[config.mk]
export PLATFORM = sky130hd
export DESIGN_NAME = nearest_within_radius_top_k_select
export DESIGN_NICKNAME = d
export VERILOG_FILES = /design/src/rtl/nwr_pkg.sv /design/src/rtl/nwr_cell.sv /design/src/rtl/nearest_within_radius_top_k_select.sv
export VERILOG_INCLUDE_DIRS = /design/src /design/src/rtl
export SDC_FILE = /design/constraint.sdc
export NUM_CORES = 2
export LEC_CHECK = 0
export ABC_AREA = 0
export BUFFER_PORTS_ARGS = -buffer_cell sky130_fd_sc_hd__buf_4
export CAP_MARGIN = 25
export CELL_PAD_IN_SITES_DETAIL_PLACEMENT = 0
export CELL_PAD_IN_SITES_GLOBAL_PLACEMENT = 2
export CORE_MARGIN = 8
export CORE_UTILIZATION = 44
export CTS_CLUSTER_SIZE = 10
export DETAILED_ROUTE_END_ITERATION = 6
export PLACE_DENSITY = 0.85
export SLEW_MARGIN = 40
export SYNTH_ARGS = -nofsm -noshare
export SYNTH_HDL_FRONTEND = slang
export SYNTH_SLANG_ARGS = --single-unit
[constraint.sdc]
create_clock -name aclk -period 8.15 [get_ports aclk]
set_input_delay 0.815 -clock aclk [delete_from_list [all_inputs] [get_ports aclk]]
set_output_delay 0.815 -clock aclk [all_outputs]
set_load 0.03 [all_outputs]
[src/rtl/nearest_within_radius_top_k_select_defines.svh]
// ----------------------------------------------------------------------------
// nearest-within-radius selector assertion macros
// shared concurrent assertion forms, empty when SYNTH is set
// ----------------------------------------------------------------------------
`ifndef NEAREST_WITHIN_RADIUS_TOP_K_SELECT_DEFINES_SVH
`define NEAREST_WITHIN_RADIUS_TOP_K_SELECT_DEFINES_SVH

`ifndef SYNTH
// condition holds in the same cycle as the trigger
`define NWR_ASSERT_NOW(lbl, clk, rstn, ante, cons) \
    lbl: assert property (@(posedge clk) disable iff (!(rstn)) (ante) |-> (cons)) \
        else $error("nwr assertion failed");
// condition holds in the cycle after the trigger
`define NWR_ASSERT_NEXT(lbl, clk, rstn, ante, cons) \
    lbl: assert property (@(posedge clk) disable iff (!(rstn)) (ante) |=> (cons)) \
        else $error("nwr assertion failed");
`else
`define NWR_ASSERT_NOW(lbl, clk, rstn, ante, cons)
`define NWR_ASSERT_NEXT(lbl, clk, rstn, ante, cons)
`endif

`endif

[src/rtl/nwr_pkg.sv]
// ----------------------------------------------------------------------------
// nwr_pkg
// shared types and codes of the nearest-within-radius selector
// ----------------------------------------------------------------------------
package nwr_pkg;

    // result field widths
    localparam int INDEX_BITS = 10;
    localparam int COUNT_BITS = 5;
    localparam int LIMIT_BITS = 5;

    // configuration register indexes
    localparam logic [1:0] REG_VOICE_LIMIT  = 2'd0;
    localparam logic [1:0] REG_FILTER_FIRST = 2'd1;

    // per-cell tag carried along the row
    typedef struct packed {
        logic                  occupied;
        logic                  in_reach;
        logic [INDEX_BITS-1:0] index;
    } cell_tag_t;

    // row control, one for all cells
    typedef struct packed {
        logic insert;
        logic rotate;
        logic clear;
    } cell_ctl_t;

endpackage

[src/rtl/nwr_cell.sv]
// ----------------------------------------------------------------------------
// nwr_cell
// one slot of the sorted row: keeps, clears, takes the new point, or takes its neighbor
// ----------------------------------------------------------------------------
module nwr_cell import nwr_pkg::*; #(
    parameter int DIST_BITS = 32
) (
    input  logic                 aclk,
    input  logic                 aresetn,
    input  cell_ctl_t            ctl,
    input  logic [DIST_BITS-1:0] new_dist,
    input  cell_tag_t            new_tag,
    input  logic [DIST_BITS-1:0] prev_dist,
    input  cell_tag_t            prev_tag,
    input  logic                 prev_ahead,
    input  logic [DIST_BITS-1:0] next_dist,
    input  cell_tag_t            next_tag,
    output logic [DIST_BITS-1:0] cell_dist,
    output cell_tag_t            cell_tag,
    output logic                 ahead
);

    logic [DIST_BITS-1:0] dist_reg, dist_next;
    cell_tag_t            tag_reg, tag_next;

    // new point ranks before this cell; equal distance stays behind
    assign ahead = !tag_reg.occupied || (new_dist < dist_reg);

    // slot update
    always_comb begin
        dist_next = dist_reg;
        tag_next  = tag_reg;
        priority if (ctl.clear) begin
            tag_next.occupied = 1'b0;
        end else if (ctl.rotate) begin
            dist_next = next_dist;
            tag_next  = next_tag;
        end else if (ctl.insert && ahead) begin
            if (prev_ahead) begin
                dist_next = prev_dist;
                tag_next  = prev_tag;
            end else begin
                dist_next = new_dist;
                tag_next  = new_tag;
            end
        end
    end

    always_ff @(posedge aclk) begin
        if (!aresetn) begin
            tag_reg <= '0;
        end else begin
            tag_reg <= tag_next;
        end
    end

    always_ff @(posedge aclk) begin
        dist_reg <= dist_next;
    end

    assign cell_dist = dist_reg;
    assign cell_tag  = tag_reg;

endmodule

[src/rtl/nearest_within_radius_top_k_select.sv]
// ----------------------------------------------------------------------------
// nearest_within_radius_top_k_select
// stable nearest-first selection of in-radius points, one frame at a time
// ----------------------------------------------------------------------------
// Points of a frame are taken one per cycle and sorted on the fly into a row
// of NUM_CELLS cells, each cycle inserting the new point where it ranks and
// pushing the tail cells one place down. After the point marked frame_end the
// input is held off: the row rotates once through its head cell to count
// the selected points, then rotates again handing out one index per
// selected cell, one cell a cycle up to the voice limit, then closes the
// frame, slowed only by m_ready. An empty frame gives one result after the
// count. Results leave through an output register, so the next frame may
// start while the last result waits to be taken.
// ----------------------------------------------------------------------------
`include "nearest_within_radius_top_k_select_defines.svh"

module nearest_within_radius_top_k_select import nwr_pkg::*; #(
    parameter int NUM_CELLS  = 16,
    parameter int MAX_POINTS = 1024,
    parameter int DIST_BITS  = 32
) (
    input  logic                  aclk,
    input  logic                  aresetn,
    // configuration
    input  logic                  cfg_we,
    input  logic [1:0]            cfg_index,
    input  logic [LIMIT_BITS-1:0] cfg_wdata,
    // point input
    input  logic                  s_valid,
    output logic                  s_ready,
    input  logic [DIST_BITS-1:0]  s_distance,
    input  logic [DIST_BITS-1:0]  s_reach,
    input  logic                  s_eligible,
    input  logic                  s_frame_end,
    // result output
    output logic                  m_valid,
    input  logic                  m_ready,
    output logic [INDEX_BITS-1:0] m_voice_index,
    output logic [COUNT_BITS-1:0] m_selected_count,
    output logic                  m_empty_frame,
    output logic                  m_last_result,
    output logic                  m_too_many_points
);

    localparam int PCW = $clog2(MAX_POINTS + 1);
    localparam int LW  = $clog2(NUM_CELLS + 1);

    localparam logic [1:0] ST_IDLE  = 2'd0;
    localparam logic [1:0] ST_COUNT = 2'd1;
    localparam logic [1:0] ST_EMIT  = 2'd2;
    localparam logic [1:0] ST_EMPTY = 2'd3;

    logic [1:0]            state_reg, state_next;
    logic [LIMIT_BITS-1:0] cfg_limit_reg;
    logic                  cfg_ff_reg;
    logic [PCW-1:0]        point_cnt_reg, point_cnt_next;
    logic                  ovf_reg, ovf_next;
    logic [LW-1:0]         lim_reg, lim_next;
    logic                  ff_frame_reg, ff_frame_next;
    logic [LW-1:0]         pos_reg, pos_next;
    logic [LW-1:0]         k_reg, k_next;
    logic [LW-1:0]         emit_reg, emit_next;

    logic                  m_valid_reg, m_valid_next;
    logic                  load;
    logic [INDEX_BITS-1:0] out_index;
    logic                  out_empty;
    logic                  out_last;

    logic                  accept;
    logic                  at_cap;
    logic                  in_radius;
    logic                  out_free;
    logic                  head_sel;
    logic [LW-1:0]         limit_sat;
    cell_ctl_t             ctl;
    cell_tag_t             new_tag;

    logic [DIST_BITS-1:0]  dist_w [NUM_CELLS];
    cell_tag_t             tag_w  [NUM_CELLS];
    logic                  ahead_w [NUM_CELLS];
    logic [NUM_CELLS-1:0]  occ_w;

    // handshake and point classification
    assign s_ready   = (state_reg == ST_IDLE);
    assign accept    = s_valid && s_ready;
    assign at_cap    = (point_cnt_reg >= PCW'(MAX_POINTS));
    assign in_radius = (s_distance <= s_reach);
    assign out_free  = !m_valid_reg || m_ready;
    assign head_sel  = tag_w[0].occupied && (tag_w[0].in_reach || ff_frame_reg);

    assign new_tag.occupied = 1'b1;
    assign new_tag.in_reach = in_radius;
    assign new_tag.index    = INDEX_BITS'(point_cnt_reg);

    // voice limit saturated at the row depth
    always_comb begin
        if (32'(cfg_limit_reg) > 32'(NUM_CELLS)) begin
            limit_sat = LW'(NUM_CELLS);
        end else begin
            limit_sat = LW'(cfg_limit_reg);
        end
    end

    // row of sorting cells
    for (genvar i = 0; i < NUM_CELLS; i++) begin : g_cell
        localparam int PREV = (i == 0) ? 0 : i - 1;
        localparam int NXT  = (i + 1) % NUM_CELLS;
        nwr_cell #(
            .DIST_BITS (DIST_BITS)
        ) u_cell (
            .aclk       (aclk),
            .aresetn    (aresetn),
            .ctl        (ctl),
            .new_dist   (s_distance),
            .new_tag    (new_tag),
            .prev_dist  (dist_w[PREV]),
            .prev_tag   (tag_w[PREV]),
            .prev_ahead ((i == 0) ? 1'b0 : ahead_w[PREV]),
            .next_dist  (dist_w[NXT]),
            .next_tag   (tag_w[NXT]),
            .cell_dist  (dist_w[i]),
            .cell_tag   (tag_w[i]),
            .ahead      (ahead_w[i])
        );
        assign occ_w[i] = tag_w[i].occupied;
    end

    // frame sequencer
    always_comb begin
        state_next     = state_reg;
        point_cnt_next = point_cnt_reg;
        ovf_next       = ovf_reg;
        lim_next       = lim_reg;
        ff_frame_next  = ff_frame_reg;
        pos_next       = pos_reg;
        k_next         = k_reg;
        emit_next      = emit_reg;
        ctl            = '0;
        load           = 1'b0;
        out_index      = tag_w[0].index;
        out_empty      = 1'b0;
        out_last       = 1'b0;
        unique case (state_reg)
            ST_IDLE: begin
                if (accept) begin
                    if (at_cap) begin
                        ovf_next = 1'b1;
                    end else begin
                        ctl.insert     = s_eligible && (!cfg_ff_reg || in_radius);
                        point_cnt_next = PCW'(point_cnt_reg + 1'b1);
                    end
                    if (s_frame_end) begin
                        state_next    = ST_COUNT;
                        lim_next      = limit_sat;
                        ff_frame_next = cfg_ff_reg;
                        pos_next      = '0;
                        k_next        = '0;
                    end
                end
            end
            ST_COUNT: begin
                // one full rotation, counting selected cells inside the limit
                ctl.rotate = 1'b1;
                pos_next   = LW'(pos_reg + 1'b1);
                if (head_sel && (pos_reg < lim_reg)) begin
                    k_next = LW'(k_reg + 1'b1);
                end
                if (pos_reg == LW'(NUM_CELLS - 1)) begin
                    pos_next   = '0;
                    emit_next  = '0;
                    state_next = (k_next == '0) ? ST_EMPTY : ST_EMIT;
                end
            end
            ST_EMIT: begin
                if ((pos_reg == lim_reg) || (emit_reg == k_reg)) begin
                    ctl.clear      = 1'b1;
                    point_cnt_next = '0;
                    ovf_next       = 1'b0;
                    state_next     = ST_IDLE;
                end else if (head_sel) begin
                    if (out_free) begin
                        load       = 1'b1;
                        out_last   = (LW'(emit_reg + 1'b1) == k_reg);
                        ctl.rotate = 1'b1;
                        pos_next   = LW'(pos_reg + 1'b1);
                        emit_next  = LW'(emit_reg + 1'b1);
                    end
                end else begin
                    ctl.rotate = 1'b1;
                    pos_next   = LW'(pos_reg + 1'b1);
                end
            end
            ST_EMPTY: begin
                if (out_free) begin
                    load           = 1'b1;
                    out_index      = '0;
                    out_empty      = 1'b1;
                    out_last       = 1'b1;
                    ctl.clear      = 1'b1;
                    point_cnt_next = '0;
                    ovf_next       = 1'b0;
                    state_next     = ST_IDLE;
                end
            end
            default: begin
                state_next = ST_IDLE;
            end
        endcase
    end

    // output register valid
    always_comb begin
        m_valid_next = m_valid_reg;
        if (load) begin
            m_valid_next = 1'b1;
        end else if (m_ready) begin
            m_valid_next = 1'b0;
        end
    end

    // control registers
    always_ff @(posedge aclk) begin
        if (!aresetn) begin
            state_reg     <= ST_IDLE;
            point_cnt_reg <= '0;
            ovf_reg       <= 1'b0;
            lim_reg       <= '0;
            ff_frame_reg  <= 1'b0;
            pos_reg       <= '0;
            k_reg         <= '0;
            emit_reg      <= '0;
            m_valid_reg   <= 1'b0;
        end else begin
            state_reg     <= state_next;
            point_cnt_reg <= point_cnt_next;
            ovf_reg       <= ovf_next;
            lim_reg       <= lim_next;
            ff_frame_reg  <= ff_frame_next;
            pos_reg       <= pos_next;
            k_reg         <= k_next;
            emit_reg      <= emit_next;
            m_valid_reg   <= m_valid_next;
        end
    end

    // configuration registers
    always_ff @(posedge aclk) begin
        if (!aresetn) begin
            cfg_limit_reg <= LIMIT_BITS'(16);
            cfg_ff_reg    <= 1'b0;
        end else if (cfg_we) begin
            unique case (cfg_index)
                REG_VOICE_LIMIT:  cfg_limit_reg <= cfg_wdata;
                REG_FILTER_FIRST: cfg_ff_reg    <= cfg_wdata[0];
                default: ;
            endcase
        end
    end

    // result payload
    always_ff @(posedge aclk) begin
        if (load) begin
            m_voice_index     <= out_index;
            m_selected_count  <= out_empty ? '0 : COUNT_BITS'(k_reg);
            m_empty_frame     <= out_empty;
            m_last_result     <= out_last;
            m_too_many_points <= ovf_reg;
        end
    end

    assign m_valid = m_valid_reg;

    // checks
    `NWR_ASSERT_NOW(a_occ_prefix, aclk, aresetn, state_reg == ST_IDLE, (occ_w & (occ_w + 1'b1)) == '0)
    `NWR_ASSERT_NOW(a_emit_bound, aclk, aresetn, state_reg == ST_EMIT, emit_reg <= k_reg)
    `NWR_ASSERT_NEXT(a_cnt_cap, aclk, aresetn, accept, point_cnt_reg <= PCW'(MAX_POINTS))

endmodule

==> run summary <==
Final layout
- **most frequent cells in the layout** 797 x nand2_1, 549 x inv_1, 543 x ha_1, 530 x edfxtp_1, 469 x a21oi_1
- **Layout Utilization** 0.483
- **area of combinational cells with multiple inputs** 27800 sq um
- **register area** 20600 sq um
- **ratio of cells with drive above 1 in the final layout** 0.0659
- **total number of nets in the final design** 6388
- **most frequent standard cell in the layout excluding fill and tap cells** nand2_1
- **finished layout cell area** 56700 sq um
- **Largest register FFs** 512
- **fill cell count** 11449
- **Area Growth Syn to Fin** 9.57%

Worst setup path
- **Buffers & Inverters on Critical Path** 2
- **kind of cell adding the most delay to the critical path** compound AO/OA/AOI/OAI gates
- **startpoint type of the worst setup path** input pin
- **maximum fanout along the worst path** 33
- **critical-path cell with the highest stage delay** a21oi_4
- **WP data required** 8.50 ns
- **crit end category** register
- **most numerous cell on the critical path** buf_4
- **cells along the critical path** buf_4 -> ha_1 -> a21oi_1 -> o21ai_1 -> a221o_1 -> o31ai_1 -> a22o_1 -> o21a_1 -> nand3_1 -> a21oi_4 -> buf_4
- **stage delay of the slowest cell on the critical path** 0.77 ns
- **startpoint-to-endpoint class of the critical path** input pin to register
- **worst path arrival time** 5.74 ns

Placed design
- **Cell Area, Placed** 53800 sq um
- **estimated wirelength of the detail-placed design** 123000 um
- **number of port buffers** 97
- **last weighted congestion value of the routability-driven placer** 0.889

Clock tree
- **buffer count from post-CTS setup fixing** 0
- **clock tree from TritonCTS** built
- **TritonCTS Buffers** 94
- **clk sink count** 764
- **hold buffer count at CTS** 0
- **CTS max path bufs** 3
- **clock root buffer** clkbuf_16
- **Clock H-tree levels** 3
- **number of instances resized during post-cts repair** 0
- **clock-pin transition on the worst setup and hold timing paths** 0.06 ns
- **clock insertion delay at the later pin of the skew report** 0.70 ns

Logic synthesis
- **synthesized flop and latch total** 764
- **number of cells produced by synthesis** 5835
- **warning count from the yosys run** 0
- **simple-gate share of the synthesized area** 0.133
- **number of enable-type register cells in the synthesized netlist** 530
- **combinational family with the most area after synthesis** compound AO/OA/AOI/OAI gates
- **most used flip-flop cell after synthesis** edfxtp_1
- **number of nets produced by synthesis** 6456
- **post-synthesis instance area** 51700 sq um
- **post-synth cell types** 86
- **share of the synthesized area in compound gates (AO/OA/AOI/OAI)** 0.193
- **share of synthesized area spent on multiplexers** 0.0698
- **post-synthesis sequential area ratio** 0.398
- **parity-gate share of the synthesized area counting xor and xnor cells** 0.00339
- **Avg Cell Area, Syn** 8.87 sq um
- **async set-reset flop share out of synthesis** 0
- **adder-cell area share of the yosys netlist** 0.131

Timing
- **setup repair after global routing missed its margin** no
- **final setup fails** 0
- **worst-case headroom to the max-slew limit** 0.385
- **clock skew after layout** 0.0213 ns
- **highest clock rate** 185 MHz
- **post-route clock period utilization** 0.662
- **Fin Setup TNS** 0 ns
- **Period minus WS final** 5.39 ns
- **final number of hold-violating endpoints** 0
- **Max Slew Vio Count** 0
- **actual slew at the worst max-slew pin** 0.921 ns

Global routing
- **overall overflow remaining after global route** 0
- **global-route wire length before repair** 266000 um
- **pin count of the biggest net entering global routing** 209
- **vias in the first global route** 42403
- **initial antenna violation count** 6
- **Total GRT Usage** 0.263

Detailed routing
- **via-per-instance ratio** 5.83
- **vias after detailed routing** 43019
- **remaining routing DRC violations** 1
- **routed len/inst** 23.9 um
- **routed wire length** 176000 um
- **initial detailed-routing violation count** 3768
- **number of detailed-routing iterations run before antenna repair** 7
- **residual antenna-violating net count after detailed routing** 0

Floorplanning
- **number of primary I/O pins** 98
- **die boundary height** 359 um
- **Starting Density** 0.441
- **row count** 126
- **area inside the core boundary** 117000 sq um
- **Total Die Area** 129000 sq um
- **overall die width** 359 um

Power and ir drop
- **power density over the cells** 337 nW/um^2
- **Tot Pwr** 19.1 mW
- **worst IR drop on VDD** 0.186 mV
- **Leak** 24.2 nW

Job
- **maximum capacitance violations** 0

Status
- **outcome** finished with violations
- **violated checks** DRC

Min path
- **classification of the worst-slack hold path** input pin to register

synth_stat cells (16+ instances only):
master,number,area (sq um)
nand2_1,804,3020
inv_1,549,2060
ha_1,543,6790
edfxtp_1,530,15900
a21oi_1,472,2360
nor2_1,459,1720
o21ai_1,458,2290
mux2i_1,361,3610
dfxtp_1,234,4680
clkbuf_1,171,642
o21ai_0,164,821
a22o_1,132,1160
buf_2,128,641
a21o_1,101,758
nand3_1,98,490
nand4_1,75,469
o211ai_1,59,443
a31oi_1,47,294
a211oi_1,38,285
nor3_1,37,185
a211o_1,28,245
and2_1,26,163
buf_4,24,180
nand2b_1,23,144
o21a_1,18,135
nor2b_1,16,100
xor2_1,16,140
final cells by class:
| type | instances | share of cell area |
|---|---|---|
| Tap cell | 1536 | 0.0339 |
| Sequential cell | 764 | 0.363 |
| Timing Repair Buffer | 179 | 0.0259 |
| Clock buffer | 146 | 0.0464 |
| Multi-Input combinational cell | 4175 | 0.490 |
| Antenna cell | 3 | 0.000132 |
| Clock inverter | 21 | 0.00371 |
| Inverter | 553 | 0.0367 |
cells by family (layout without fill, tap and decap cells):
logic type / count (synthesis) / count (layout)
AOI/OAI and AO/OA: 1638 / 1638
xor gates and xnor gates: 20 / 20
adders and majority gates: 543 / 543
buffers and inverters: 896 / 899
DFF: 764 / 764
muxes: 361 / 361
other: 0 / 3
and+or+nand+nor: 1613 / 1613
worst min-delay path: stages:
cell and delay, ns:
buf_4 0.08, mux2i_1 0.05, nand2_1 0.06
where the power goes:
group          leakage (nW)  internal [mW]  switching, mW
Clock                  1.38           2.23           1.79
Sequential             6.84           6.13           1.01
Combinational          15.9           2.71           5.22
path summary, 6_finish.rpt:
| kind | endpoint | start | cells past startpoint | slack, ns |
|---|---|---|---|---|
| setup / recovery | g_cell[8].u_cell.cell_dist[12] | s_distance[5] | 11 | 2.76 |
| hold / removal | cfg_limit_reg[4] | cfg_wdata[4] | 3 | 0.35 |
| setup reg to reg | g_cell[2].u_cell.cell_dist[24] | g_cell[2].u_cell.cell_dist[1] | 10 | 3.41 |
| hold reg to reg | m_too_many_points | ovf_reg | 0 | 0.45 |
routing by layer:
metal  routed length (um)  track usage
met5                    0            0
met4                 7100       0.0985
met3                 8930       0.0313
met2                80100        0.428
met1                80100        0.358
stage by stage:
| stage | hold slack [ns] | std cells | worst slack, ns |
|---|---|---|---|
| CTS | 0.292 | 7373 | 2.90 |
| floorplan | 0.408 | 5835 | 2.55 |
| global route | 0.346 | 7376 | 2.68 |
| finish | 0.345 | 7377 | 2.76 |
| detailed placement | 0.424 | 7206 | 2.17 |
| global placement | 0.423 | 7200 | 2.24 |
Power figures use the tool's default switching activity.
